===== src/rtl/cbf_pkg.sv =====
// ----------------------------------------------------------------------------
// cbf_pkg: shared types and constants of the cubic Bezier flattener
// Fixed-point widths, item structs, stack frame, sequencer states and the
// control and status groups that pass between the sequencer and datapath.
// ----------------------------------------------------------------------------
package cbf_pkg;

  // Depth limit and coordinate formats
  localparam int MAX_DEPTH  = 4;
  localparam int COORD_BITS = 24;
  localparam int GUARD_BITS = 16;
  localparam int TOL_BITS   = 16;

  // Internal widths
  localparam int WIDE_BITS  = COORD_BITS + GUARD_BITS;
  localparam int DIFF_BITS  = WIDE_BITS + 1;
  localparam int SCALE_BITS = TOL_BITS + GUARD_BITS;
  localparam int QT_BITS    = 2 * SCALE_BITS;
  localparam int MUL_BITS   = 32;
  localparam int EXT_BITS   = 2 * MUL_BITS;
  localparam int SUM_BITS   = EXT_BITS + 1;

  // Stack sizing: one pending second half per level
  localparam int STACK_SLOTS = MAX_DEPTH + 1;
  localparam int SLOT_BITS   = (STACK_SLOTS > 1) ? $clog2(STACK_SLOTS) : 1;
  localparam int TOP_BITS    = $clog2(STACK_SLOTS + 1);
  localparam int LEVEL_BITS  = $clog2(MAX_DEPTH + 2);

  typedef logic signed [WIDE_BITS-1:0] coord_t;
  typedef logic signed [DIFF_BITS-1:0] diff_t;

  typedef struct packed {
    logic signed [COORD_BITS-1:0] x1;
    logic signed [COORD_BITS-1:0] y1;
    logic signed [COORD_BITS-1:0] x2;
    logic signed [COORD_BITS-1:0] y2;
    logic signed [COORD_BITS-1:0] x3;
    logic signed [COORD_BITS-1:0] y3;
    logic signed [COORD_BITS-1:0] x4;
    logic signed [COORD_BITS-1:0] y4;
    logic [TOL_BITS-1:0]          tolerance;
  } in_item_t;

  typedef struct packed {
    logic signed [COORD_BITS-1:0] point_x;
    logic signed [COORD_BITS-1:0] point_y;
    logic                         last;
  } out_item_t;

  // One pending piece: four points and its level
  typedef struct packed {
    coord_t [3:0]          px;
    coord_t [3:0]          py;
    logic [LEVEL_BITS-1:0] level;
  } frame_t;

  typedef enum logic {
    OP_HALF,
    OP_DIFF
  } alu_op_t;

  // Which midpoint or difference the shared unit produces this cycle
  typedef enum logic [3:0] {
    ST_NONE,
    ST_12,
    ST_23,
    ST_34,
    ST_14,
    ST_123,
    ST_234,
    ST_M,
    ST_DIFF
  } step_t;

  typedef enum logic [4:0] {
    S_IDLE,
    S_TOL,
    S_CHECK,
    S_H23,
    S_H34,
    S_H14,
    S_H123,
    S_H234,
    S_HM,
    S_DIFF,
    S_SQX,
    S_SQY,
    S_CMP,
    S_EMIT,
    S_POP,
    S_LOAD,
    S_FINAL
  } state_t;

  typedef struct packed {
    logic  idle;
    logic  load_item;
    logic  sq_tol;
    step_t step;
    logic  sq_x;
    logic  sq_y;
    logic  split;
    logic  pop_rd;
    logic  load_pop;
    logic  emit_pt;
    logic  emit_final;
  } ctrl_t;

  typedef struct packed {
    logic in_valid;
    logic out_free;
    logic deep;
    logic flat;
    logic stack_empty;
  } stat_t;

  // Sign-extend a coordinate and add the guard fraction bits
  function automatic coord_t widen(input logic signed [COORD_BITS-1:0] v);
    coord_t w;
    w = coord_t'(v);
    return w <<< GUARD_BITS;
  endfunction

  // Magnitude of a difference as an unsigned value of the same width
  function automatic logic [DIFF_BITS-1:0] mag_of(input diff_t d);
    logic [DIFF_BITS-1:0] u;
    u = d[DIFF_BITS-1] ? DIFF_BITS'(-d) : DIFF_BITS'(d);
    return u;
  endfunction

endpackage


===== src/rtl/cbf_stack.sv =====
// ----------------------------------------------------------------------------
// cbf_stack: subdivision stack memory
// One frame per row, one write and one registered read per cycle.
// Contents are undefined until written.
// ----------------------------------------------------------------------------
module cbf_stack (
  input  logic                          clk,
  input  logic                          wr_en,
  input  logic [cbf_pkg::SLOT_BITS-1:0] wr_addr,
  input  cbf_pkg::frame_t               wr_data,
  input  logic                          rd_en,
  input  logic [cbf_pkg::SLOT_BITS-1:0] rd_addr,
  output cbf_pkg::frame_t               rd_data_r
);

  cbf_pkg::frame_t mem [cbf_pkg::STACK_SLOTS];

  // Write a pushed frame
  always_ff @(posedge clk) begin
    if (wr_en) begin
      mem[wr_addr] <= wr_data;
    end
  end

  // Read the popped frame into the output register
  always_ff @(posedge clk) begin
    if (rd_en) begin
      rd_data_r <= mem[rd_addr];
    end
  end

endmodule


===== config.mk =====
export PLATFORM = sky130hd
export DESIGN_NAME = cbf_stack
export DESIGN_NICKNAME = d
export VERILOG_FILES = /design/src/rtl/cbf_pkg.sv /design/src/rtl/cbf_stack.sv
export SDC_FILE = /design/constraint.sdc
export NUM_CORES = 1
export LEC_CHECK = 0
export ABC_AREA = 1
export BUFFER_PORTS_ARGS = -buffer_cell sky130_fd_sc_hd__buf_2
export CAP_MARGIN = 20
export CORE_MARGIN = 2
export CORE_UTILIZATION = 37
export DETAILED_ROUTE_END_ITERATION = 10
export GPL_TIMING_DRIVEN = 0
export SYNTH_ARGS = -nofsm -noshare
export SYNTH_HDL_FRONTEND = slang
export SYNTH_SLANG_ARGS = --single-unit

===== constraint.sdc =====
create_clock -name clk -period 35 [get_ports clk]
set_input_delay 5.25 -clock clk [delete_from_list [all_inputs] [get_ports clk]]
set_output_delay 5.25 -clock clk [all_outputs]
set_load 0.05 [all_outputs]

**Yosys cells after proc, flatten, opt, wreduce, memory -nomap -nowiden**

Memory sizes are Yosys's and may differ from the RTL's. A register that Yosys moved wholly into a read port is not among the register bits.
Cells that the tools add are included.

- Register bits: 0
- Latch bits: 0
- Memory bits (writable): 1615
- ROM bits: 0
- Bits of input ports: 332
- Output and inout port bits: 323
- Logic and storage cells: 3
- Memories: 1

Memories:

| memory | words | bits a word | read ports | clocked after Yosys merged registers in | write ports | line | source |
|---|---|---|---|---|---|---|---|
| mem | 5 | 323 | 1 | 1 | 1 | cbf_stack.sv:16 | `cbf_pkg::frame_t mem [cbf_pkg::STACK_SLOTS];` |

- $add $sub $neg: 0
- $mul: 0
- Divide/modulo/power cells: 0
- Order comparisons: 0
- Equal/unequal tests: 0
- Shift-type cells: 0
- Multiplexer cells: 2
- Bitwise operators: 0
- Reduce and logical (&&, ||, !) cells: 0

Operators by type and width:

| kind | count |
|---|---|
| two-way mux 1 bit | 2 |

**Depth between registers and ports, before layout**

- Word-level depth: 2
- Mapped depth: 9

**Least setup slack after synthesis**

OpenSTA, ideal clock, no wires.

- Path type: input port to flip-flop
- From: input wr_addr[1] (netlist bit)
- To: memory mem[4][0] (netlist bit) (enable)
- Data arrival time: 27397 ps
- Required time: 33592 ps
- Path slack: 6195 ps
- Stages: 1
- Cell sequence: nor3_1

RTL lines:

| item | line | source |
|---|---|---|
| from (decl) | cbf_stack.sv:9 | `input logic [cbf_pkg::SLOT_BITS-1:0] wr_addr,` |
| to (decl) | cbf_stack.sv:16 |  |

Straight into the memory's write port.

**Worst setup path after layout**

- From: input wr_addr[2] (netlist bit)
- To: memory mem[3][296] (netlist bit) (enable)

Straight into the memory's write port.

==> results.toml <==
[route]
via_per_inst = 4.59
drt_iter0_drc = 3816
vias = 49400
wl_per_cell_um = 19.3
antenna_left = 0
remaining_drc_errors = 0
routed_wl_mm = 208
first_pass_iters = 5

[critical_path]
slowest_stage = "nor3_2"
endpoint_kind = "register"
cp_common_cell = "buf_6"
crit_path_max_fanout = 10
crit_chain = "buf_2, inv_1, nand2_1, nor3_2, buf_6, buf_6, buf_6, buf_8, buf_6, buf_6, buf_6, buf_6, buf_6, buf_6, buf_6, buf_6"
cp.arrival_ps = 8360
cp-start-kind = "input port"
worstPathRequired_ps = 35530
slowest_delay_ps = 590
criticalPathCategory = "input port to register"

[timing]
fmax_mhz = 128
hold_violations = 0
fin_tns_setup_ps = 0
rsz0062_at_grt = "false"
period_needed_ps = 7820
fin_worst_skew_ps = 50.2
setup_violations = 0
period_share_pct = 22.3
maxSlewHeadroom_pct = 39.7
slew_violations = 0
worstMarginPinSlew_ps = 905

[outcome]
status = "completed"

[layout]
drive_gt1_share_pct = 16.6
stdcell_count = 10800
multi_input_area_um2 = 13000
fin_nets = 8094
fillers = 18900
seq_area_um2 = 58200
syn2layout_area_growth_pct = 19.7

[synthesis]
yosys_warnings = 0
syn-num-nets = 7091
synth_cells = 6759
netlist_area_um2 = 77500
synth_area_per_cell_um2 = 11.5
synth.top_cell.area_share_pct = 75.1
synth.area.top_cells = "edfxtp_1, nand2_1, inv_1, nand3_1, buf_2"
ys_seq_area_share_pct = 75.1
ys_seq_elements = 1938
yosys.cell_types.count = 14
yosysTopAreaCell = "edfxtp_1"

[grt]
grt_pass1_wl_mm = 302
grt_max_degree = 91
gr-total-overflow = 0
antenna_found_initial = 95
track_usage_pct = 19.2
first_global_vias = 47900

[job]
drv_cap = 0

[clocking]
cts_made_buffers = 199
post_cts_resized = 0
insertion_delay_ps = 880
h-tree-depth = 4
numClockSinks = 1938
hold_buffers = 0
clock_path_buffers = 3
cts_tree = "yes"
root_buffer = "clkbuf_16"
postCtsSetupRepairBufs = 0
path_clk_slew_ps = 60

[die]
die_w_um = 462
ioPinCount = 655
die_area_um2 = 213000
core_area_um2 = 209000
num_rows = 168
initial_core_util_pct = 37.1
die_h_um = 462

[pwr]
pwr_density_cell_nw_per_um2 = 55.5
p_leak_nw = 40.9
ir_worst_vdd_mv = 0.0505

[placement]
port-buffer-count = 651
hpwlAfterDp_mm = 143
gp_congestion = 0.802
placedCellCount = 10400

[min_path]
min_path_type = "register to register"
[report_power, final]
part	total [mW]	switching (mW)	internal [mW]
logic	0.413	0.310	0.103
registers	2.68	0.0247	2.65
clock network	2.06	0.913	1.15
total	5.16	1.25	3.91
[per-layer routing]
metal | GRT usage, % | up-vias | share of wire (%)
li1 | - | 23600 | -
met3 | 4.62 | 475 | 7.1
met2 | 31.8 | 1506 | 48
met4 | 7.90 | 62 | 4.2
met5 | 0 | - | 0.19
met1 | 23.9 | 23700 | 40
[placed cells by master (no fill, tap or decap)]
cell type      n
nand2_1     2586
edfxtp_1    1938
inv_1       1295
buf_2        850
nand3_1      646
clkbuf_16    199
buf_6        109
clkbuf_1      82
clkinv_1      48
buf_4         38
diode_2       33
buf_12        26
clkinv_2      25
buf_1         13
bufinv_16     13
buf_8         10
clkinvlp_4     9
clkinv_16      8
buf_16         7
inv_16         4
inv_6          4
nor3_2         3
clkinv_4       3
inv_4          2
nor2_4         2
clkinv_8       2
inv_2          1
or2_2          1
inv_8          1
[final cells by class]
class / instances / share of cell area [%]
Clock buffer: 247 / 5.56
Inverter: 1298 / 5.25
Timing Repair Buffer: 802 / 5.73
Buffer: 285 / 1.60
Sequential cell: 1938 / 62.7
Tap cell: 2805 / 3.78
Multi-Input combinational cell: 3238 / 14.0
Clock inverter: 117 / 1.28
Antenna cell: 33 / 0.0890
[kinds of logic after synthesis]
logic type	after synthesis	synth area share (%)
DFF	1938	75.1
buffers and inverters	1583	8.21
and+or+nand+nor	3238	16.7
[flip-flops by register name (all words and copies together), names as in the netlist]
signal     cells
rd_data_r    323
mem         1615
[critical path, delay by kind of cell]
family                 cells  cell delay (ps)
buffers and inverters     14             2360
AND/OR/NAND/NOR            2              700
[cell usage after synthesis]
master / instances
edfxtp_1: 1938
buf_1: 13
nor3_1: 3
clkbuf_1: 34
nor2_1: 2
inv_4: 2
nand3_1: 646
buf_4: 31
inv_1: 1295
buf_6: 7
buf_2: 200
inv_2: 1
nand2_1: 2586
or2_2: 1
[path summary, 6_finish.rpt]
path	cells after the start	startpoint	slack, ps	to
setup / recovery	16	wr_addr[2]	27180	mem[3][296]
hold / removal	2	mem[4][259]	490	rd_data_r[259]
setup reg to reg	6	mem[2][15]	33790	rd_data_r[15]
hold reg to reg	2	mem[4][259]	490	rd_data_r[259]
[metrics by stage]
stage	power, mW	instance area [µm²]	hold WS, ps	worst slack [ps]	util [%]
finish	5.16	92800	488	27180	44.4
global route	5.33	92800	514	27030	44.4
CTS	5.21	92700	495	27200	44.4
detailed placement	3.15	86400	501	26270	41.3
global placement	3.18	84300	499	-15110	40.3
floorplan	2.99	77500	491	6190	-
Power figures use the tool's default switching activity.
