`src/rtl/cbf_pkg.sv`:
```
// ----------------------------------------------------------------------------
// cbf_pkg: shared types and constants of the cubic Bezier flattener
// Fixed-point widths, item structs, stack frame, sequencer states and the
// control and status groups that pass between the sequencer and datapath.
// ----------------------------------------------------------------------------
package cbf_pkg;

  // Depth limit and coordinate formats
  localparam int MAX_DEPTH  = 4;
  localparam int COORD_BITS = 24;
  localparam int GUARD_BITS = 16;
  localparam int TOL_BITS   = 16;

  // Internal widths
  localparam int WIDE_BITS  = COORD_BITS + GUARD_BITS;
  localparam int DIFF_BITS  = WIDE_BITS + 1;
  localparam int SCALE_BITS = TOL_BITS + GUARD_BITS;
  localparam int QT_BITS    = 2 * SCALE_BITS;
  localparam int MUL_BITS   = 32;
  localparam int EXT_BITS   = 2 * MUL_BITS;
  localparam int SUM_BITS   = EXT_BITS + 1;

  // Stack sizing: one pending second half per level
  localparam int STACK_SLOTS = MAX_DEPTH + 1;
  localparam int SLOT_BITS   = (STACK_SLOTS > 1) ? $clog2(STACK_SLOTS) : 1;
  localparam int TOP_BITS    = $clog2(STACK_SLOTS + 1);
  localparam int LEVEL_BITS  = $clog2(MAX_DEPTH + 2);

  typedef logic signed [WIDE_BITS-1:0] coord_t;
  typedef logic signed [DIFF_BITS-1:0] diff_t;

  typedef struct packed {
    logic signed [COORD_BITS-1:0] x1;
    logic signed [COORD_BITS-1:0] y1;
    logic signed [COORD_BITS-1:0] x2;
    logic signed [COORD_BITS-1:0] y2;
    logic signed [COORD_BITS-1:0] x3;
    logic signed [COORD_BITS-1:0] y3;
    logic signed [COORD_BITS-1:0] x4;
    logic signed [COORD_BITS-1:0] y4;
    logic [TOL_BITS-1:0]          tolerance;
  } in_item_t;

  typedef struct packed {
    logic signed [COORD_BITS-1:0] point_x;
    logic signed [COORD_BITS-1:0] point_y;
    logic                         last;
  } out_item_t;

  // One pending piece: four points and its level
  typedef struct packed {
    coord_t [3:0]          px;
    coord_t [3:0]          py;
    logic [LEVEL_BITS-1:0] level;
  } frame_t;

  typedef enum logic {
    OP_HALF,
    OP_DIFF
  } alu_op_t;

  // Which midpoint or difference the shared unit produces this cycle
  typedef enum logic [3:0] {
    ST_NONE,
    ST_12,
    ST_23,
    ST_34,
    ST_14,
    ST_123,
    ST_234,
    ST_M,
    ST_DIFF
  } step_t;

  typedef enum logic [4:0] {
    S_IDLE,
    S_TOL,
    S_CHECK,
    S_H23,
    S_H34,
    S_H14,
    S_H123,
    S_H234,
    S_HM,
    S_DIFF,
    S_SQX,
    S_SQY,
    S_CMP,
    S_EMIT,
    S_POP,
    S_LOAD,
    S_FINAL
  } state_t;

  typedef struct packed {
    logic  idle;
    logic  load_item;
    logic  sq_tol;
    step_t step;
    logic  sq_x;
    logic  sq_y;
    logic  split;
    logic  pop_rd;
    logic  load_pop;
    logic  emit_pt;
    logic  emit_final;
  } ctrl_t;

  typedef struct packed {
    logic in_valid;
    logic out_free;
    logic deep;
    logic flat;
    logic stack_empty;
  } stat_t;

  // Sign-extend a coordinate and add the guard fraction bits
  function automatic coord_t widen(input logic signed [COORD_BITS-1:0] v);
    coord_t w;
    w = coord_t'(v);
    return w <<< GUARD_BITS;
  endfunction

  // Magnitude of a difference as an unsigned value of the same width
  function automatic logic [DIFF_BITS-1:0] mag_of(input diff_t d);
    logic [DIFF_BITS-1:0] u;
    u = d[DIFF_BITS-1] ? DIFF_BITS'(-d) : DIFF_BITS'(d);
    return u;
  endfunction

endpackage

```
`src/rtl/cbf_unit.sv`:
```
// ----------------------------------------------------------------------------
// cbf_unit: shared arithmetic unit
// Two-lane halving adder / subtractor for x and y, and one 32-bit squarer.
// Results are registered by the datapath.
// ----------------------------------------------------------------------------
module cbf_unit (
  input  cbf_pkg::alu_op_t             op,
  input  cbf_pkg::coord_t              a_x,
  input  cbf_pkg::coord_t              b_x,
  input  cbf_pkg::coord_t              a_y,
  input  cbf_pkg::coord_t              b_y,
  input  logic [cbf_pkg::MUL_BITS-1:0] mul_a,
  output cbf_pkg::diff_t               res_x,
  output cbf_pkg::diff_t               res_y,
  output logic [cbf_pkg::EXT_BITS-1:0] prod
);

  cbf_pkg::diff_t sum_x;
  cbf_pkg::diff_t sum_y;

  // Add or subtract on both lanes
  always_comb begin
    if (op == cbf_pkg::OP_DIFF) begin
      sum_x = cbf_pkg::diff_t'(a_x) - cbf_pkg::diff_t'(b_x);
      sum_y = cbf_pkg::diff_t'(a_y) - cbf_pkg::diff_t'(b_y);
    end else begin
      sum_x = cbf_pkg::diff_t'(a_x) + cbf_pkg::diff_t'(b_x);
      sum_y = cbf_pkg::diff_t'(a_y) + cbf_pkg::diff_t'(b_y);
    end
  end

  // Halve with floor rounding for midpoints, pass differences whole
  assign res_x = (op == cbf_pkg::OP_DIFF) ? sum_x : (sum_x >>> 1);
  assign res_y = (op == cbf_pkg::OP_DIFF) ? sum_y : (sum_y >>> 1);

  // Square the selected magnitude
  assign prod = cbf_pkg::EXT_BITS'(mul_a) * cbf_pkg::EXT_BITS'(mul_a);

endmodule

```
`config.mk`:
```
export PLATFORM = sky130hd
export DESIGN_NAME = cbf_unit
export DESIGN_NICKNAME = d
export VERILOG_FILES = /design/src/rtl/cbf_pkg.sv /design/src/rtl/cbf_unit.sv
export SDC_FILE = /design/constraint.sdc
export NUM_CORES = 2
export LEC_CHECK = 0
export ABC_AREA = 1
export BUFFER_PORTS_ARGS = -buffer_cell sky130_fd_sc_hd__clkbuf_2
export CELL_PAD_IN_SITES_DETAIL_PLACEMENT = 1
export CELL_PAD_IN_SITES_GLOBAL_PLACEMENT = 1
export CORE_UTILIZATION = 50
export DETAILED_ROUTE_END_ITERATION = 12
export PLACE_DENSITY_LB_ADDON = 0.1
export REMOVE_ABC_BUFFERS = 1
export SYNTH_ARGS = -nofsm -noshare
export SYNTH_HDL_FRONTEND = slang
export SYNTH_SLANG_ARGS = --single-unit
```
`constraint.sdc`:
```
create_clock -name vclk -period 19.7
set_input_delay 2.955 -clock vclk [all_inputs]
set_output_delay 2.955 -clock vclk [all_outputs]
set_load 0.01 [all_outputs]
```
# Yosys cells after proc, flatten, opt, wreduce, memory -nomap -nowiden
# Index checks and enable logic that the tools add are counted.
# totals
ramBits	0
latch_bits	0
wordCells	9
out_inout_bits	146
regBits	0
mem_bits_ro	0
n_memories	0
# op_classes
eq_ne	0
shift	0
n_bitwise	0
multipliers	1
magnitude_cmp	0
reduce_logical	0
add_sub_neg	4
n_mux	4
n_div	0
# op_table
op	count
40-bit by 40-bit adder with 41-bit output	2
41-bit 2-to-1 mux	2
40-bit by 40-bit subtractor with 41-bit output	2
40-bit 2-to-1 mux	2
32-bit by 32-bit multiplier with 64-bit output	1

# Longest topological paths before layout
# logic_depth
ltp_word	3
mapped_depth	33
ltp_nobuf	31

# Worst setup path after synthesis
# OpenSTA, ideal clock, no wires.
# synth_path
path_type	input-to-output
from	in mul_a[4] in the netlist's numbering
to	out prod[59] in the netlist's numbering
required_time_ns	16.745
stages	27
path_buffers	2
slack_ns	7.687
arrival_ns	9.058
cell_sequence	clkbuf_1 buf_1 nand2_1 fa_1 inv_1 fa_1 inv_1 fa_1 fa_1 inv_1 fa_1 fa_1 inv_1 fa_1 fa_1 inv_1 ha_1 nand2_1 nor2_1 nand2_1 nor2_1 nand2_1 nand3_2 nand3_1 nand2_1 nand2_1 nand2_1
# synth_between
elab_chain_len	1
# synth_rtl
item	line_no	source
start: declaration	cbf_unit.sv:12	input logic [cbf_pkg::MUL_BITS-1:0] mul_a,
32-bit by 32-bit multiplier with 64-bit output	cbf_unit.sv:37	assign prod = cbf_pkg::EXT_BITS'(mul_a) * cbf_pkg::EXT_BITS'(mul_a);
end: declaration	cbf_unit.sv:15	output logic [cbf_pkg::EXT_BITS-1:0] prod
# No other way between the ends.

# Final worst setup path
# layout_path
from	in mul_a[4] in the netlist's numbering
to	out prod[61] in the netlist's numbering
# Same word-level chain as after synthesis.

==> run metrics <==
status finished, violations left; failing checks design-rule violations; Nets approximately 7500; vias in the first global route approximately 42000; Top Ports roughly 340; Post-CTS Setup Bufs 0; vias per cell 5.244; RSZ-0062 raised after global routing no; first-pass GRT wire length about 230000 um; initial antenna violation count 2; FMAX 74.04 MHz; remaining global-route overflow 0; Crit Path Class primary input to output pin; Initial Util 50.56%; Area growth syn-to-layout 6.766%; post-CTS sizing 0; crit path DAT between 10 and 15 ns; Detailed Route WL about 150000 um; largest net degree at the start of global routing 81; Starting DRT DRC Count 1943; post-synth top area share 38.87%; PortBufs between 300 and 400; row count ~100; startpoint types primary input; largest area contributor in the netlist fa_1; clock buf count 0; register area 0 sq um; Worst-Margin Slew ~0.96 ns; die area 82730 sq um; Die Height around 290 um; Final Max Tran Viols 0; most frequent cells in the layout 1704 x inv_1, 1567 x nand2_1, 792 x fa_1; CTS Hold Buffers Added 0; Setup crit end kind output pin; Area contributors post-synth fa_1 39%, inv_1 16%, nand2_1 14%, ha_1 12%, nor2_1 3.2%; final worst-path cycle share 68.56%; Final setup viols 0; Final Hold Fails 0; number of max-cap violations 0; layout sequential cell count 0; Distinct cells, synth 43; ANT nets after route 0; Slew HR 36.08%; DR pass1 iterations 9; Final GP Congestion around 1.0; Hold Crit Class primary input to output pin; drt wl/cell 20.25 um; DR vias roughly 38000; gr usage total 35.52%; Mapped Cells between 5000 and 6000; sequential fraction of the synthesis area 0%; Syn Area/Cell 6.950 sq um; Filler Cells Inserted ~11000; drt drc 26; Setup TNS 0 ns; WP data required between 15 and 20 ns; Die X about 290 um; share of cells above drive strength 1 under 10%; most common cell after layout, fill and taps aside inv_1; Cell Area, Synth between 40000 and 50000 sq um; Period minus WS final between 10 and 15 ns; warnings from Yosys 0; Detailed Place HPWL ~130000 um; area of the core between 80000 and 90000 sq um; Crit Path Max Fanout 33
metrics by stage:
| step | area (sq um) | hold slack [ns] | util, % | setup slack [ns] | cells |
|---|---|---|---|---|---|
| floorplan | 40270 | 5.910 | - | 8.201 | 5739 |
| global placement | 43550 | 6.345 | 53.98 | 6.489 | 7171 |
| detailed placement | 43550 | 6.359 | 53.98 | 6.399 | 7171 |
| CTS | 43550 | 6.360 | 53.98 | 6.381 | 7171 |
| global route | 43550 | 6.393 | 53.99 | 5.988 | 7172 |
| finish | 43550 | 6.354 | 53.99 | 6.194 | 7172 |
worst paths after layout:
kind	start	endpoint	slack, ns	depth (start not counted)
max	mul_a[4]	prod[61]	6.19	28
min	a_x[0]	res_x[0]	6.35	5
cell type report:
type,instances,area (sq um),area share (%)
antenna,1,2.502,0.005745
inverter,1710,6421,14.74
multi-input combinational,4029,33860,77.73
tap,1060,1326,3.045
timing repair buffer,372,1949,4.476
cell families after synthesis:
family | count (synthesis) | share of synthesized area, %
AO/OA/AOI/OAI | 337 | 4.619
XOR/XNOR | 179 | 3.843
adder cells (fa/ha/maj) | 1173 | 50.55
buffers and inverters | 1841 | 17.01
multiplexers | 9 | 0.2208
other | 1 | 0.009193
AND/OR/NAND/NOR | 2330 | 23.75
Yosys cell counts, drive strengths merged:
cell    instances
a31oi          10
nand3b         20
xnor2          56
a31o            6
a21o            8
xor2          123
o21ai         124
a21boi          2
mux2i           9
nor3           36
conb            1
buf            34
or2            11
nand2        1599
nand4          29
nor2          382
inv          1710
and3            4
nand3         237
fa            792
o21bai         34
ha            381
a21oi         153
clkbuf         97
nor4            5
and2            7
critical path: stages:
cell	delay, ns
clkbuf_2	0.08
buf_4	0.47
nand2_1	0.24
xor2_1	0.23
ha_1	0.29
inv_1	0.05
fa_1	0.52
inv_1	0.07
fa_1	0.53
inv_1	0.07
fa_1	0.54
inv_1	0.07
fa_1	0.49
fa_1	0.45
fa_1	0.59
fa_1	0.46
ha_1	0.38
nand2_1	0.15
nor2_1	0.47
nand2_1	0.35
nor2_1	0.17
nand2_1	0.09
nand3_2	0.17
nand2_1	0.20
nand2_1	0.12
nand2_1	0.06
nand2_1	0.09
clkbuf_2	0.14
per-layer routing:
metal | track usage, % | up-vias | part of all wire, %
met1 | 44.40 | 18806 | 41
met5 | 0 | - | 0
met4 | 11.40 | 0 | 3.8
met2 | 63.69 | 1037 | 50
li1 | - | 17459 | -
met3 | 3.827 | 309 | 5.2
Power is not shown: default switching activity piles up to over one toggle a cycle in this logic, so the estimate is an artifact.
