`src/rtl/cbf_pkg.sv`:
```
// ----------------------------------------------------------------------------
// cbf_pkg: shared types and constants of the cubic Bezier flattener
// Fixed-point widths, item structs, stack frame, sequencer states and the
// control and status groups that pass between the sequencer and datapath.
// ----------------------------------------------------------------------------
package cbf_pkg;

  // Depth limit and coordinate formats
  localparam int MAX_DEPTH  = 4;
  localparam int COORD_BITS = 24;
  localparam int GUARD_BITS = 16;
  localparam int TOL_BITS   = 16;

  // Internal widths
  localparam int WIDE_BITS  = COORD_BITS + GUARD_BITS;
  localparam int DIFF_BITS  = WIDE_BITS + 1;
  localparam int SCALE_BITS = TOL_BITS + GUARD_BITS;
  localparam int QT_BITS    = 2 * SCALE_BITS;
  localparam int MUL_BITS   = 32;
  localparam int EXT_BITS   = 2 * MUL_BITS;
  localparam int SUM_BITS   = EXT_BITS + 1;

  // Stack sizing: one pending second half per level
  localparam int STACK_SLOTS = MAX_DEPTH + 1;
  localparam int SLOT_BITS   = (STACK_SLOTS > 1) ? $clog2(STACK_SLOTS) : 1;
  localparam int TOP_BITS    = $clog2(STACK_SLOTS + 1);
  localparam int LEVEL_BITS  = $clog2(MAX_DEPTH + 2);

  typedef logic signed [WIDE_BITS-1:0] coord_t;
  typedef logic signed [DIFF_BITS-1:0] diff_t;

  typedef struct packed {
    logic signed [COORD_BITS-1:0] x1;
    logic signed [COORD_BITS-1:0] y1;
    logic signed [COORD_BITS-1:0] x2;
    logic signed [COORD_BITS-1:0] y2;
    logic signed [COORD_BITS-1:0] x3;
    logic signed [COORD_BITS-1:0] y3;
    logic signed [COORD_BITS-1:0] x4;
    logic signed [COORD_BITS-1:0] y4;
    logic [TOL_BITS-1:0]          tolerance;
  } in_item_t;

  typedef struct packed {
    logic signed [COORD_BITS-1:0] point_x;
    logic signed [COORD_BITS-1:0] point_y;
    logic                         last;
  } out_item_t;

  // One pending piece: four points and its level
  typedef struct packed {
    coord_t [3:0]          px;
    coord_t [3:0]          py;
    logic [LEVEL_BITS-1:0] level;
  } frame_t;

  typedef enum logic {
    OP_HALF,
    OP_DIFF
  } alu_op_t;

  // Which midpoint or difference the shared unit produces this cycle
  typedef enum logic [3:0] {
    ST_NONE,
    ST_12,
    ST_23,
    ST_34,
    ST_14,
    ST_123,
    ST_234,
    ST_M,
    ST_DIFF
  } step_t;

  typedef enum logic [4:0] {
    S_IDLE,
    S_TOL,
    S_CHECK,
    S_H23,
    S_H34,
    S_H14,
    S_H123,
    S_H234,
    S_HM,
    S_DIFF,
    S_SQX,
    S_SQY,
    S_CMP,
    S_EMIT,
    S_POP,
    S_LOAD,
    S_FINAL
  } state_t;

  typedef struct packed {
    logic  idle;
    logic  load_item;
    logic  sq_tol;
    step_t step;
    logic  sq_x;
    logic  sq_y;
    logic  split;
    logic  pop_rd;
    logic  load_pop;
    logic  emit_pt;
    logic  emit_final;
  } ctrl_t;

  typedef struct packed {
    logic in_valid;
    logic out_free;
    logic deep;
    logic flat;
    logic stack_empty;
  } stat_t;

  // Sign-extend a coordinate and add the guard fraction bits
  function automatic coord_t widen(input logic signed [COORD_BITS-1:0] v);
    coord_t w;
    w = coord_t'(v);
    return w <<< GUARD_BITS;
  endfunction

  // Magnitude of a difference as an unsigned value of the same width
  function automatic logic [DIFF_BITS-1:0] mag_of(input diff_t d);
    logic [DIFF_BITS-1:0] u;
    u = d[DIFF_BITS-1] ? DIFF_BITS'(-d) : DIFF_BITS'(d);
    return u;
  endfunction

endpackage

```
`src/rtl/cbf_seq.sv`:
```
// ----------------------------------------------------------------------------
// cbf_seq: flattening sequencer
// Steps the shared unit through the midpoints, difference, squares and
// flatness compare of each piece, then splits, emits or pops.
// ----------------------------------------------------------------------------
module cbf_seq (
  input  logic           clk,
  input  logic           rst_n,
  input  cbf_pkg::stat_t stat,
  output cbf_pkg::ctrl_t ctrl
);

  cbf_pkg::state_t state_r;
  cbf_pkg::state_t state_nxt;

  // Hold the state
  always_ff @(posedge clk) begin
    if (!rst_n) begin
      state_r <= cbf_pkg::S_IDLE;
    end else begin
      state_r <= state_nxt;
    end
  end

  // Next state
  always_comb begin
    state_nxt = state_r;
    unique case (state_r)
      cbf_pkg::S_IDLE:  if (stat.in_valid) state_nxt = cbf_pkg::S_TOL;
      cbf_pkg::S_TOL:   state_nxt = cbf_pkg::S_CHECK;
      cbf_pkg::S_CHECK: state_nxt = stat.deep ? cbf_pkg::S_EMIT : cbf_pkg::S_H23;
      cbf_pkg::S_H23:   state_nxt = cbf_pkg::S_H34;
      cbf_pkg::S_H34:   state_nxt = cbf_pkg::S_H14;
      cbf_pkg::S_H14:   state_nxt = cbf_pkg::S_H123;
      cbf_pkg::S_H123:  state_nxt = cbf_pkg::S_H234;
      cbf_pkg::S_H234:  state_nxt = cbf_pkg::S_HM;
      cbf_pkg::S_HM:    state_nxt = cbf_pkg::S_DIFF;
      cbf_pkg::S_DIFF:  state_nxt = cbf_pkg::S_SQX;
      cbf_pkg::S_SQX:   state_nxt = cbf_pkg::S_SQY;
      cbf_pkg::S_SQY:   state_nxt = cbf_pkg::S_CMP;
      cbf_pkg::S_CMP:   state_nxt = stat.flat ? cbf_pkg::S_EMIT : cbf_pkg::S_CHECK;
      cbf_pkg::S_EMIT: begin
        if (stat.out_free) begin
          state_nxt = stat.stack_empty ? cbf_pkg::S_FINAL : cbf_pkg::S_POP;
        end
      end
      cbf_pkg::S_POP:   state_nxt = cbf_pkg::S_LOAD;
      cbf_pkg::S_LOAD:  state_nxt = cbf_pkg::S_CHECK;
      cbf_pkg::S_FINAL: if (stat.out_free) state_nxt = cbf_pkg::S_IDLE;
      default:          state_nxt = cbf_pkg::S_IDLE;
    endcase
  end

  // Control outputs
  always_comb begin
    ctrl      = '0;
    ctrl.step = cbf_pkg::ST_NONE;
    unique case (state_r)
      cbf_pkg::S_IDLE: begin
        ctrl.idle      = 1'b1;
        ctrl.load_item = stat.in_valid;
      end
      cbf_pkg::S_TOL:   ctrl.sq_tol = 1'b1;
      cbf_pkg::S_CHECK: ctrl.step = cbf_pkg::ST_12;
      cbf_pkg::S_H23:   ctrl.step = cbf_pkg::ST_23;
      cbf_pkg::S_H34:   ctrl.step = cbf_pkg::ST_34;
      cbf_pkg::S_H14:   ctrl.step = cbf_pkg::ST_14;
      cbf_pkg::S_H123:  ctrl.step = cbf_pkg::ST_123;
      cbf_pkg::S_H234:  ctrl.step = cbf_pkg::ST_234;
      cbf_pkg::S_HM:    ctrl.step = cbf_pkg::ST_M;
      cbf_pkg::S_DIFF:  ctrl.step = cbf_pkg::ST_DIFF;
      cbf_pkg::S_SQX:   ctrl.sq_x = 1'b1;
      cbf_pkg::S_SQY:   ctrl.sq_y = 1'b1;
      cbf_pkg::S_CMP:   ctrl.split = !stat.flat;
      cbf_pkg::S_EMIT:  ctrl.emit_pt = stat.out_free;
      cbf_pkg::S_POP:   ctrl.pop_rd = 1'b1;
      cbf_pkg::S_LOAD:  ctrl.load_pop = 1'b1;
      cbf_pkg::S_FINAL: ctrl.emit_final = stat.out_free;
      default: begin
        ctrl      = '0;
        ctrl.step = cbf_pkg::ST_NONE;
      end
    endcase
  end

endmodule

```
`config.mk`:
```
export PLATFORM = sky130hd
export DESIGN_NAME = cbf_seq
export DESIGN_NICKNAME = d
export VERILOG_FILES = /design/src/rtl/cbf_pkg.sv /design/src/rtl/cbf_seq.sv
export SDC_FILE = /design/constraint.sdc
export NUM_CORES = 1
export LEC_CHECK = 0
export BUFFER_PORTS_ARGS = -buffer_cell sky130_fd_sc_hd__buf_2
export CAP_MARGIN = 40
export CORE_AREA = 3 3 40 42
export CTS_BUF_LIST = sky130_fd_sc_hd__clkbuf_4 sky130_fd_sc_hd__clkbuf_8 sky130_fd_sc_hd__clkbuf_16
export DETAILED_ROUTE_END_ITERATION = 16
export DIE_AREA = 0 0 43 45
export HOLD_SLACK_MARGIN = 0.06
export PLACE_DENSITY = 0.72
export REMOVE_ABC_BUFFERS = 1
export SLEW_MARGIN = 40
export SYNTH_ARGS = -nofsm -noshare
export SYNTH_HDL_FRONTEND = slang
export SYNTH_SLANG_ARGS = --single-unit
export TNS_END_PERCENT = 50
```
`constraint.sdc`:
```
create_clock -name clk -period 1.5 [get_ports clk]
set_input_delay 0.15 -clock clk [delete_from_list [all_inputs] [get_ports clk]]
set_output_delay 0.15 -clock clk [all_outputs]
set_load 0.01 [all_outputs]
```
# == Yosys cells after proc, flatten, opt, wreduce, memory -nomap -nowiden ==
# Cells that the tools add are included.
# totals
latch_bits,0
output_inout_bits,14
mem_count,0
ram_bits,0
in_bits,7
mem_bits_ro,0
elab_cells,41
register_bits,5
# op_classes
n_div,0
n_lt_le_gt_ge,0
shift,0
n_mul,0
n_mux,17
add_sub_neg,0
n_bitwise,0
eq_ne,19
n_reduce_logical,4
# ops
cell,n
5-bit one-hot mux with 16 select lines,1
"5-bit by 4-bit == test with 1-bit output, second input constant",8
4-bit one-hot mux with 8 select lines,1
"5-bit by 3-bit == test with 1-bit output, second input constant",4
5-bit 2-to-1 mux,4
"5-bit by 2-bit == test with 1-bit output, second input constant",2
1-bit 2-to-1 mux,8
4-bit 2-to-1 mux,2
"2-bit != test, second input constant",3
"5-bit by 1-bit == test with 1-bit output, second input constant",1
"5-bit == test, second input constant",1
5-bit zero test,1
3-bit AND reduction,1
2-bit 2-to-1 mux,1
2-bit OR reduction,1
1-bit zero test,1

# == Longest topological paths before layout ==
# Gate-level depths: netlist of the first run.
# logic_depth
depth_word,3
mapped_depth,6
depth_no_buf,4

# == Worst setup path after synthesis of the first run ==
# No wires, ideal clock.
# synth_path
kind,reg-to-output
startpoint,reg state_r[1]
endpoint,out ctrl[7] (netlist bit)
path_stages_with_launch,6
arrival_ns,1.113
slack_ns,0.237
required_ns,1.350
path_cell_list,dfxtp_1 -> buf_4 -> buf_2 -> nor2_1 -> xor2_1 -> nor3_1
# synth_rtl
element,line_no,rtl
from (decl),cbf_seq.sv:13,cbf_pkg::state_t state_r;
from (signal assigned),cbf_seq.sv:19,state_r <= cbf_pkg::S_IDLE;
from (signal assigned),cbf_seq.sv:21,state_r <= state_nxt;
to (decl),cbf_seq.sv:10,output cbf_pkg::ctrl_t ctrl

==> summary.md, run 1 <==
| Metric | Value |
|---|---|
| Largest register FFs | `5` |
| Worst Hold Class | `input port to register` |
| Startpoint types | `register` |
| I/O pins | `21` |
| Biggest regs | `state_r (5)` |
| Crit-path max FO | `6` |
| Drt via density | `5.89` |
| Post-route minimum period | `1490 ps` |
| Reg2reg path depth | `6` |
| Clk_lat worst skew | `~240 ps` |
| First-pass GRT wire length | `~3.3 mm` |
| Number of synthesized flops with an enable pin | `0` |
| Fin Setup TNS | `0 ps` |
| Inserted Clock Buffers | `3` |
| Final WL | `1.98 mm` |
| Routed vias | `760` |
| Fin worst setup slack | `around 5.0 ps` |
| Crit path capture type | `output pin` |
| DR WL/cell | `approximately 15 µm` |
| Yosys cell types | `39` |
| Input/output buffers | `20` |
| Number of max-cap violations | `0` |
| GR Overflow Total | `0` |
| LEAKAGE | `between 0.4 and 0.5 nW` |
| Die Ht | `around 45 µm` |
| Final GP Congestion | `0.858` |
| Max-slew violation count | `0` |
| Die ar. | `1940 µm²` |
| Worst-path clk slew | `~50 ps` |
| GRT Total Usage | `0.219` |
| Longest Clk Path Bufs | `2` |
| Layout Skew | `0.642 ps` |
| H-tree levels | `1` |
| Status | `finished clean` |
| Worst slew pin tran | `317 ps` |
| CTS root buf | `clkbuf_4` |
| Fin crit share | `0.997` |
| CTS tree | `yes` |
| Hold Vio Cnt, Final | `0` |
| Syn-to-layout area delta | `58.4%` |
| Nets@finish | `122` |
| Initial Util | `0.457` |
| Max VDD drop | `roughly 0.42 mV` |
| Start-to-end type of the worst setup path | `register to output pin` |
| Core footprint | `around 1300 µm²` |
| Initial detailed-routing violation count | `22` |
| FFs w/ async S/R, synth | `0` |
| Yosys top cell by area | `dfxtp_1` |
| Fraction of layout cells with a size suffix above 1 | `0.632` |
| Area contributors post-synth | `dfxtp_1 (17%), nor3_1 (5.1%), nor2_1 (5.1%), a21oi_1 (4.3%), buf_4 (3.8%)` |
| Detailed-router iteration count before antenna repair | `4` |
| Main flop type after synthesis | `dfxtp_1` |
| Hold_ws | `159 ps` |
| DRC Markers | `0` |
| Top cells by count, synth | `nor2_1 (8), nor3_1 (6), a21oi_1 (5), dfxtp_1 (5), nand2_1 (4)` |
| Number of cells on the worst hold path | `2` |
| Pwr dens | `622 nW/µm²` |
| Synth Warn # | `0` |
| Row cnt | `13` |
| Initial antenna violation count | `0` |
| Yosys reg bits | `5` |
| Largest net degree at the start of global routing | `14` |
| Clock sink count | `5` |
| Fmax | `~670 MHz` |
| Mapped cell area | `between 500 and 600 µm²` |
| Sequential area share after synthesis | `0.171` |
| # hold bufs at CTS | `0` |
| Most common cell in the netlist | `nor2_1` |
| RSZ-0062 raised after global routing | `true` |
| Synth Instances | `77` |
| Antenna Cells | `0` |
| Post-DP HPWL | `~1.1 mm` |
| Worst slack, placed | `around 28 ps` |
| Required @ worst endpoint | `between 1000 and 1500 ps` |
| Slew HR | `0.786` |
| Syn Area/Cell | `between 7 and 8 µm²` |
| Vias in the first global route | `690` |
| Crit path DAT | `between 1000 and 1500 ps` |
| Biggest register | `state_r` |
| # setup viols final | `0` |
| Post-route ant nets | `0` |
| Synth top area share | `0.171` |
| Filler cells | `slightly below 100` |
| Die Width | `approximately 43 µm` |
placed cells by master (no fill, tap or decap), types with 2 or more instances in the layout:
master    instances
nor3_2            3
clkbuf_4          4
nor4_1            2
o21ai_0           2
nand2b_4          3
nor2_1            5
nand2_1           4
and3_1            2
nor2_2            3
a21oi_2           2
dfxtp_4           4
nor3_1            3
nand3_1           3
o21ai_1           2
inv_1             2
a211oi_1          2
a21oi_1           3
buf_6             2
buf_2            20
and2b_1           2
buf_4            17
repair_timing:
action	CTS	global route
gates resized for setup	13	13
pin swaps	1	2
endpoints found under the setup margin	13	13
setup buffers	8	3
stage by stage:
stage / area (µm²) / utilization / instances / total power [W]
final: 930 / 0.723 / 129 / 0.000578
after global routing: 930 / 0.723 / 129 / 0.000614
after CTS: 858 / 0.668 / 126 / 0.000556
after detailed placement: 718 / 0.559 / 114 / 0.000342
after global placement: 718 / 0.559 / 114 / 0.000338
after floorplan: 532 / - / 70 / 0.000261
per-layer routing:
layer | vias up | part of all wire | track usage
met5 | - | 0 | 0
met4 | 0 | 0.031 | 0.0783
met3 | 8 | 0.055 | 0.0159
met2 | 31 | 0.49 | 0.398
met1 | 360 | 0.42 | 0.273
li1 | 361 | - | -
power by group:
| group | total [W] | switching (W) | internal [W] |
|---|---|---|---|
| registers | 0.000156 | 0.0000162 | 0.000140 |
| logic | 0.000243 | 0.000126 | 0.000117 |
| clock network | 0.000179 | 0.0000599 | 0.000119 |
worst max-delay path, cell delays in order, from the launching register on:
cell	delay (ps)
dfxtp_4	370
buf_12	130
buf_4	140
and3_4	160
and3_1	170
buf_2	130
worst paths after layout:
kind                                 from                      end  slack (ps)
hold reg to reg   state_r[4]$_SDFFE_PN0P_  state_r[4]$_SDFFE_PN0P_         690
setup reg to reg  state_r[2]$_SDFFE_PN0P_  state_r[3]$_SDFFE_PN0P_          70
setup / recovery  state_r[2]$_SDFFE_PN0P_                  ctrl[1]           5
hold / removal                      rst_n  state_r[4]$_SDFFE_PN0P_         160
cells by family (layout without fill, tap and decap cells):
group / count (synthesis) / after routing / synth area share
AND/OR/NAND/NOR: 41 / 41 / 0.456
XOR/XNOR: 1 / 1 / 0.0149
flip-flops: 5 / 5 / 0.171
buffers and inverters: 10 / 47 / 0.113
AO/OA/AOI/OAI: 20 / 20 / 0.245
area by class of cell:
cell class | count | area (µm²) | area share
multi-input cells | 62 | 483 | 0.520
flip-flops and latches | 5 | 116 | 0.125
repair buffers | 40 | 270 | 0.291
inverters | 3 | 11.3 | 0.0121
well taps | 15 | 18.8 | 0.0202
clock buffers | 4 | 30.0 | 0.0323
No activity file was read; power rests on OpenSTA's default activity.
==> run 2, diff against run 1 <==
Clock period 1.5 ns to 1.7 ns, I/O delays scaled along.
==> run 2 against run 1 <==
Clock power decreased by 8%. Global-route usage decreased by 3.7 points. Sequential share of layout area increased by 2.2 points. Total power decreased by 21%. Critical path type unchanged. Largest power group is now clock.
==> summary.md, run 2 (synthesis results as in run 1) <==
| Metric | Value |
|---|---|
| Fmax | `620 MHz` |
| Crit path capture type | `output pin` |
| # setup viols final | `0` |
| Core footprint | `between 1000 and 1500 µm²` |
| Start-to-end type of the worst setup path | `register to output pin` |
| GR Overflow Total | `0` |
| Worst Hold Class | `input port to register` |
| Largest net degree at the start of global routing | `15` |
| Row cnt | `13` |
| Post-route minimum period | `1610 ps` |
| Nets@finish | `about 110` |
| Inserted Clock Buffers | `3` |
| Layout Skew | `10.5 ps` |
| Fraction of layout cells with a size suffix above 1 | `0.434` |
| Met1 Resource Use GR | `0.219` |
| Commonest non-fill, non-tap cells in the layout | `buf_2 (20), nor2_1 (8), nor3_1 (6)` |
| Detailed-router iteration count before antenna repair | `4` |
| Layout Cells excl Fill | `about 110` |
| Startpoint types | `register` |
| I/O pins | `21` |
| Met3 Track Usage GR | `0.0478` |
| Vias in the first global route | `approximately 590` |
| Biggest register | `state_r` |
| Die Ht | `45 µm` |
| Initial Util | `0.457` |
| Die ar. | `just under 2000 µm²` |
| Setup bufs post-CTS | `0` |
| First-pass GRT wire length | `approximately 2.6 mm` |
| Crit-path max FO | `9` |
| Worst slack, placed | `between 150 and 200 ps` |
| Routed vias | `~660` |
| Post-route ant nets | `0` |
| Commonest non-fill, non-tap cell in the layout | `buf_2` |
| Number of max-cap violations | `0` |
| Drt via density | `5.75` |
| Worst slew pin tran | `roughly 350 ps` |
| GR Util met2 | `0.284` |
| Max VDD drop | `around 0.3 mV` |
| LEAKAGE | `~0.32 nW` |
| GRT Total Usage | `0.182` |
| CTS tree | `yes` |
| Die Width | `43 µm` |
| Clock sink count | `5` |
| Fin worst setup slack | `just under 90 ps` |
| DR WL/cell | `roughly 14 µm` |
| # hold bufs at CTS | `0` |
| Longest Clk Path Bufs | `2` |
| Required @ worst endpoint | `around 1500 ps` |
| CTS root buf | `clkbuf_4` |
| Final GP Congestion | `0.833` |
| Initial detailed-routing violation count | `13` |
| Pwr dens | `~630 nW/µm²` |
| Initial antenna violation count | `0` |
| GRT busiest layer | `met2` |
| Biggest regs | `state_r (5)` |
| H-tree levels | `1` |
| Input/output buffers | `20` |
| Filler cells | `between 100 and 150` |
| Fin crit share | `0.949` |
| Status | `finished clean` |
| Clk_lat worst skew | `about 260 ps` |
| Final WL | `between 1.5 and 2 mm` |
| Hold Vio Cnt, Final | `0` |
| Max-slew violation count | `0` |
| DRC Markers | `0` |
| Worst-path clk slew | `approximately 50 ps` |
| Slew HR | `0.767` |
| Largest register FFs | `5` |
| Syn-to-layout area delta | `24.3%` |
| Post-DP HPWL | `between 1 and 1.5 mm` |
| Crit path DAT | `roughly 1400 ps` |
| Antenna Cells | `0` |
| # placed instances | `110` |
## run 2: final cells by class
cell class                      instances  area [µm²]  share of cell area
Clock buffer                            4        30.0              0.0412
Timing Repair Buffer                   25         141               0.194
Tap cell                               15        18.8              0.0257
Multi-Input combinational cell         62         420               0.576
Inverter                                3        11.3              0.0154
Sequential cell                         5         108               0.148
## run 2: power by group
part / total (W) / internal [W] / switching [W]
registers: 0.000142 / 0.000125 / 0.0000172
logic: 0.000150 / 0.0000632 / 0.0000869
clock network: 0.000165 / 0.000105 / 0.0000600
## run 2: what timing repair did
| item | in CTS | in global routing |
|---|---|---|
| gates cloned | 0 | 0 |
| resized for setup | 1 | 5 |
| setup endpoints to repair | 2 | 3 |
## run 2: worst max-delay path: stages, from the launching register on
cell      delay, ps
dfxtp_2         370
nand2b_2        230
or3_1           320
a21oi_1         120
buf_2           140
## run 2: per-stage QoR
step | cell area [µm²] | util | hold slack [ps] | setup TNS (ps) | total power, W
after global placement | 688 | 0.536 | 423 | 0 | 0.000288
after CTS | 719 | 0.560 | 181 | 0 | 0.000451
after global routing | 729 | 0.568 | 180 | -0.743 | 0.000481
final | 729 | 0.568 | 174 | 0 | 0.000458
after detailed placement | 688 | 0.536 | 442 | 0 | 0.000289
after floorplan | 532 | - | 326 | 0 | 0.000230
## run 2: per-layer routing
metal / routed length, µm / share of wire
met1: 709 / 0.44
met2: 737 / 0.46
met3: 100 / 0.062
met4: 59 / 0.037
met5: 0 / 0
## run 2: worst paths after layout
path | start | to | slack [ps] | depth (start not counted)
min | rst_n | state_r[4]$_SDFFE_PN0P_ | 170 | 2
min reg2reg | state_r[2]$_SDFFE_PN0P_ | state_r[1]$_SDFFE_PN0P_ | 580 | 2
max reg2reg | state_r[2]$_SDFFE_PN0P_ | state_r[3]$_SDFFE_PN0P_ | 310 | 5
max | state_r[2]$_SDFFE_PN0P_ | ctrl[9] | 90 | 4
==> run 3, diff against run 2 <==
Settings changed: PLACE_DENSITY 0.72 to 0.79.
Clock period 1.7 ns to 1.95 ns, I/O delays scaled along.
==> run 3 against run 2 <==
Sequential share of layout area is 0.21 points lower. First-iteration DRC count is 46% lower. Register-to-register slack better by 50 ps. Die area stayed put. Worst hold slack better by 58 ps. Final area is 5.7% lower. Via count is 0.15% higher. Clock power is 21% lower. Clock skew is 9.0 ps lower. Non-clock buffer count is 4 lower. Final cell count is 3.5% lower. Critical path type unchanged.
==> summary.md, run 3 (synthesis results as in run 1) <==
| Metric | Value |
|---|---|
| Worst slew pin tran | `about 670 ps` |
| Antenna Cells | `0` |
| Detailed-router iteration count before antenna repair | `4` |
| Resize count post-CTS | `0` |
| Required @ worst endpoint | `around 1800 ps` |
| GR Overflow Total | `0` |
| Fmax | `~560 MHz` |
| Biggest register | `state_r` |
| Biggest regs | `state_r (5)` |
| Post-route ant nets | `0` |
| Layout Cells excl Fill | `110` |
| Final GP Congestion | `around 0.84` |
| Final WL | `between 1 and 1.5 mm` |
| Initial detailed-routing violation count | `7` |
| Fin crit share | `0.923` |
| Row cnt | `13` |
| H-tree levels | `1` |
| Setup bufs post-CTS | `0` |
| Start-to-end type of the worst setup path | `register to output pin` |
| Largest net degree at the start of global routing | `22` |
| # hold bufs at CTS | `0` |
| Crit path DAT | `approximately 1600 ps` |
| Layout Skew | `~1.5 ps` |
| Drt via density | `between 5 and 6` |
| Longest Clk Path Bufs | `2` |
| Fin Setup TNS | `0 ps` |
| Die ar. | `roughly 1900 µm²` |
| Pwr dens | `approximately 540 nW/µm²` |
| Fraction of layout cells with a size suffix above 1 | `0.368` |
| I/O pins | `21` |
| Number of max-cap violations | `0` |
| Largest register FFs | `5` |
| Max-slew violation count | `0` |
| Input/output buffers | `20` |
| Inserted Clock Buffers | `3` |
| Routed vias | `roughly 660` |
| Die Width | `43 µm` |
| Post-DP HPWL | `1.06 mm` |
| Worst-path clk slew | `about 40 ps` |
| DR WL/cell | `roughly 13 µm` |
| Crit-path max FO | `14` |
| Initial Util | `0.457` |
| Slew HR | `0.550` |
| RSZ-0062 raised after global routing | `false` |
| Nets@finish | `just over 100` |
| Worst Hold Class | `input port to register` |
| # setup viols final | `0` |
| Hold Vio Cnt, Final | `0` |
| DRC Markers | `0` |
| Status | `finished clean` |
| First-pass GRT wire length | `between 2 and 2.5 mm` |
| Worst slack, placed | `roughly 400 ps` |
| GRT Total Usage | `0.158` |
| LEAKAGE | `slightly below 0.3 nW` |
| Clk_lat worst skew | `240 ps` |
| Vias in the first global route | `between 500 and 600` |
| Die Ht | `~45 µm` |
| Post-route minimum period | `between 1500 and 2000 ps` |
| # placed instances | `106` |
| CTS root buf | `clkbuf_4` |
| Commonest non-fill, non-tap cells in the layout | `buf_2 (20), nor2_1 (8), nor3_1 (6)` |
| Clock sink count | `5` |
| Fin worst setup slack | `approximately 150 ps` |
| Syn-to-layout area delta | `17.3%` |
| Startpoint types | `register` |
| CTS tree | `yes` |
| Core footprint | `1280 µm²` |
| Commonest non-fill, non-tap cell in the layout | `buf_2` |
| Crit path capture type | `output pin` |
| Max VDD drop | `roughly 0.25 mV` |
| Initial antenna violation count | `0` |
## run 3: changes by cell type in the layout (fill, tap and decap cells not counted), sizes merged
cell  change
buf       -4
## run 3: routing by layer
| layer | share of wire | GRT usage | up-vias |
|---|---|---|---|
| li1 | - | - | 320 |
| met1 | 0.45 | 0.200 | 310 |
| met2 | 0.49 | 0.287 | 25 |
| met3 | 0.052 | 0.0199 | 2 |
| met4 | 0.0098 | 0.0361 | 0 |
| met5 | 0 | 0 | - |
## run 3: cell type report
type	instances	area (µm²)
clock buffers	4	30.0
well taps	15	18.8
multi-input cells	62	420
inverters	3	11.3
repair buffers	21	108
fillers	131	597
flip-flops and latches	5	100
## run 3: worst max-delay path: stages, from the launching register on
cell and delay [ps]:
dfxtp_1 600, nand2b_2 170, or3_1 320, a21oi_1 120, buf_2 150
## run 3: stage by stage
stage / util / power, W / area (µm²) / hold WS (ps)
after global placement: 0.512 / 0.000242 / 658 / 483
after detailed placement: 0.512 / 0.000245 / 658 / 474
final: 0.536 / 0.000374 / 688 / 232
after CTS: 0.536 / 0.000378 / 688 / 226
after floorplan: - / 0.000201 / 532 / 351
after global routing: 0.536 / 0.000400 / 688 / 230
## run 3: path summary, 6_finish.rpt
kind | from | end | slack [ps] | depth (start not counted)
max | state_r[3]$_SDFFE_PN0P_ | ctrl[9] | 150 | 4
min | rst_n | state_r[4]$_SDFFE_PN0P_ | 230 | 2
max reg2reg | state_r[1]$_SDFFE_PN0P_ | state_r[3]$_SDFFE_PN0P_ | 360 | 4
min reg2reg | state_r[2]$_SDFFE_PN0P_ | state_r[1]$_SDFFE_PN0P_ | 710 | 2
## run 3: power by group
group / total, W / switching, W / internal (W)
clock: 0.000130 / 0.0000394 / 0.0000910
combinational: 0.000113 / 0.0000652 / 0.0000478
sequential: 0.000131 / 0.0000220 / 0.000109
total: 0.000374 / 0.000127 / 0.000248
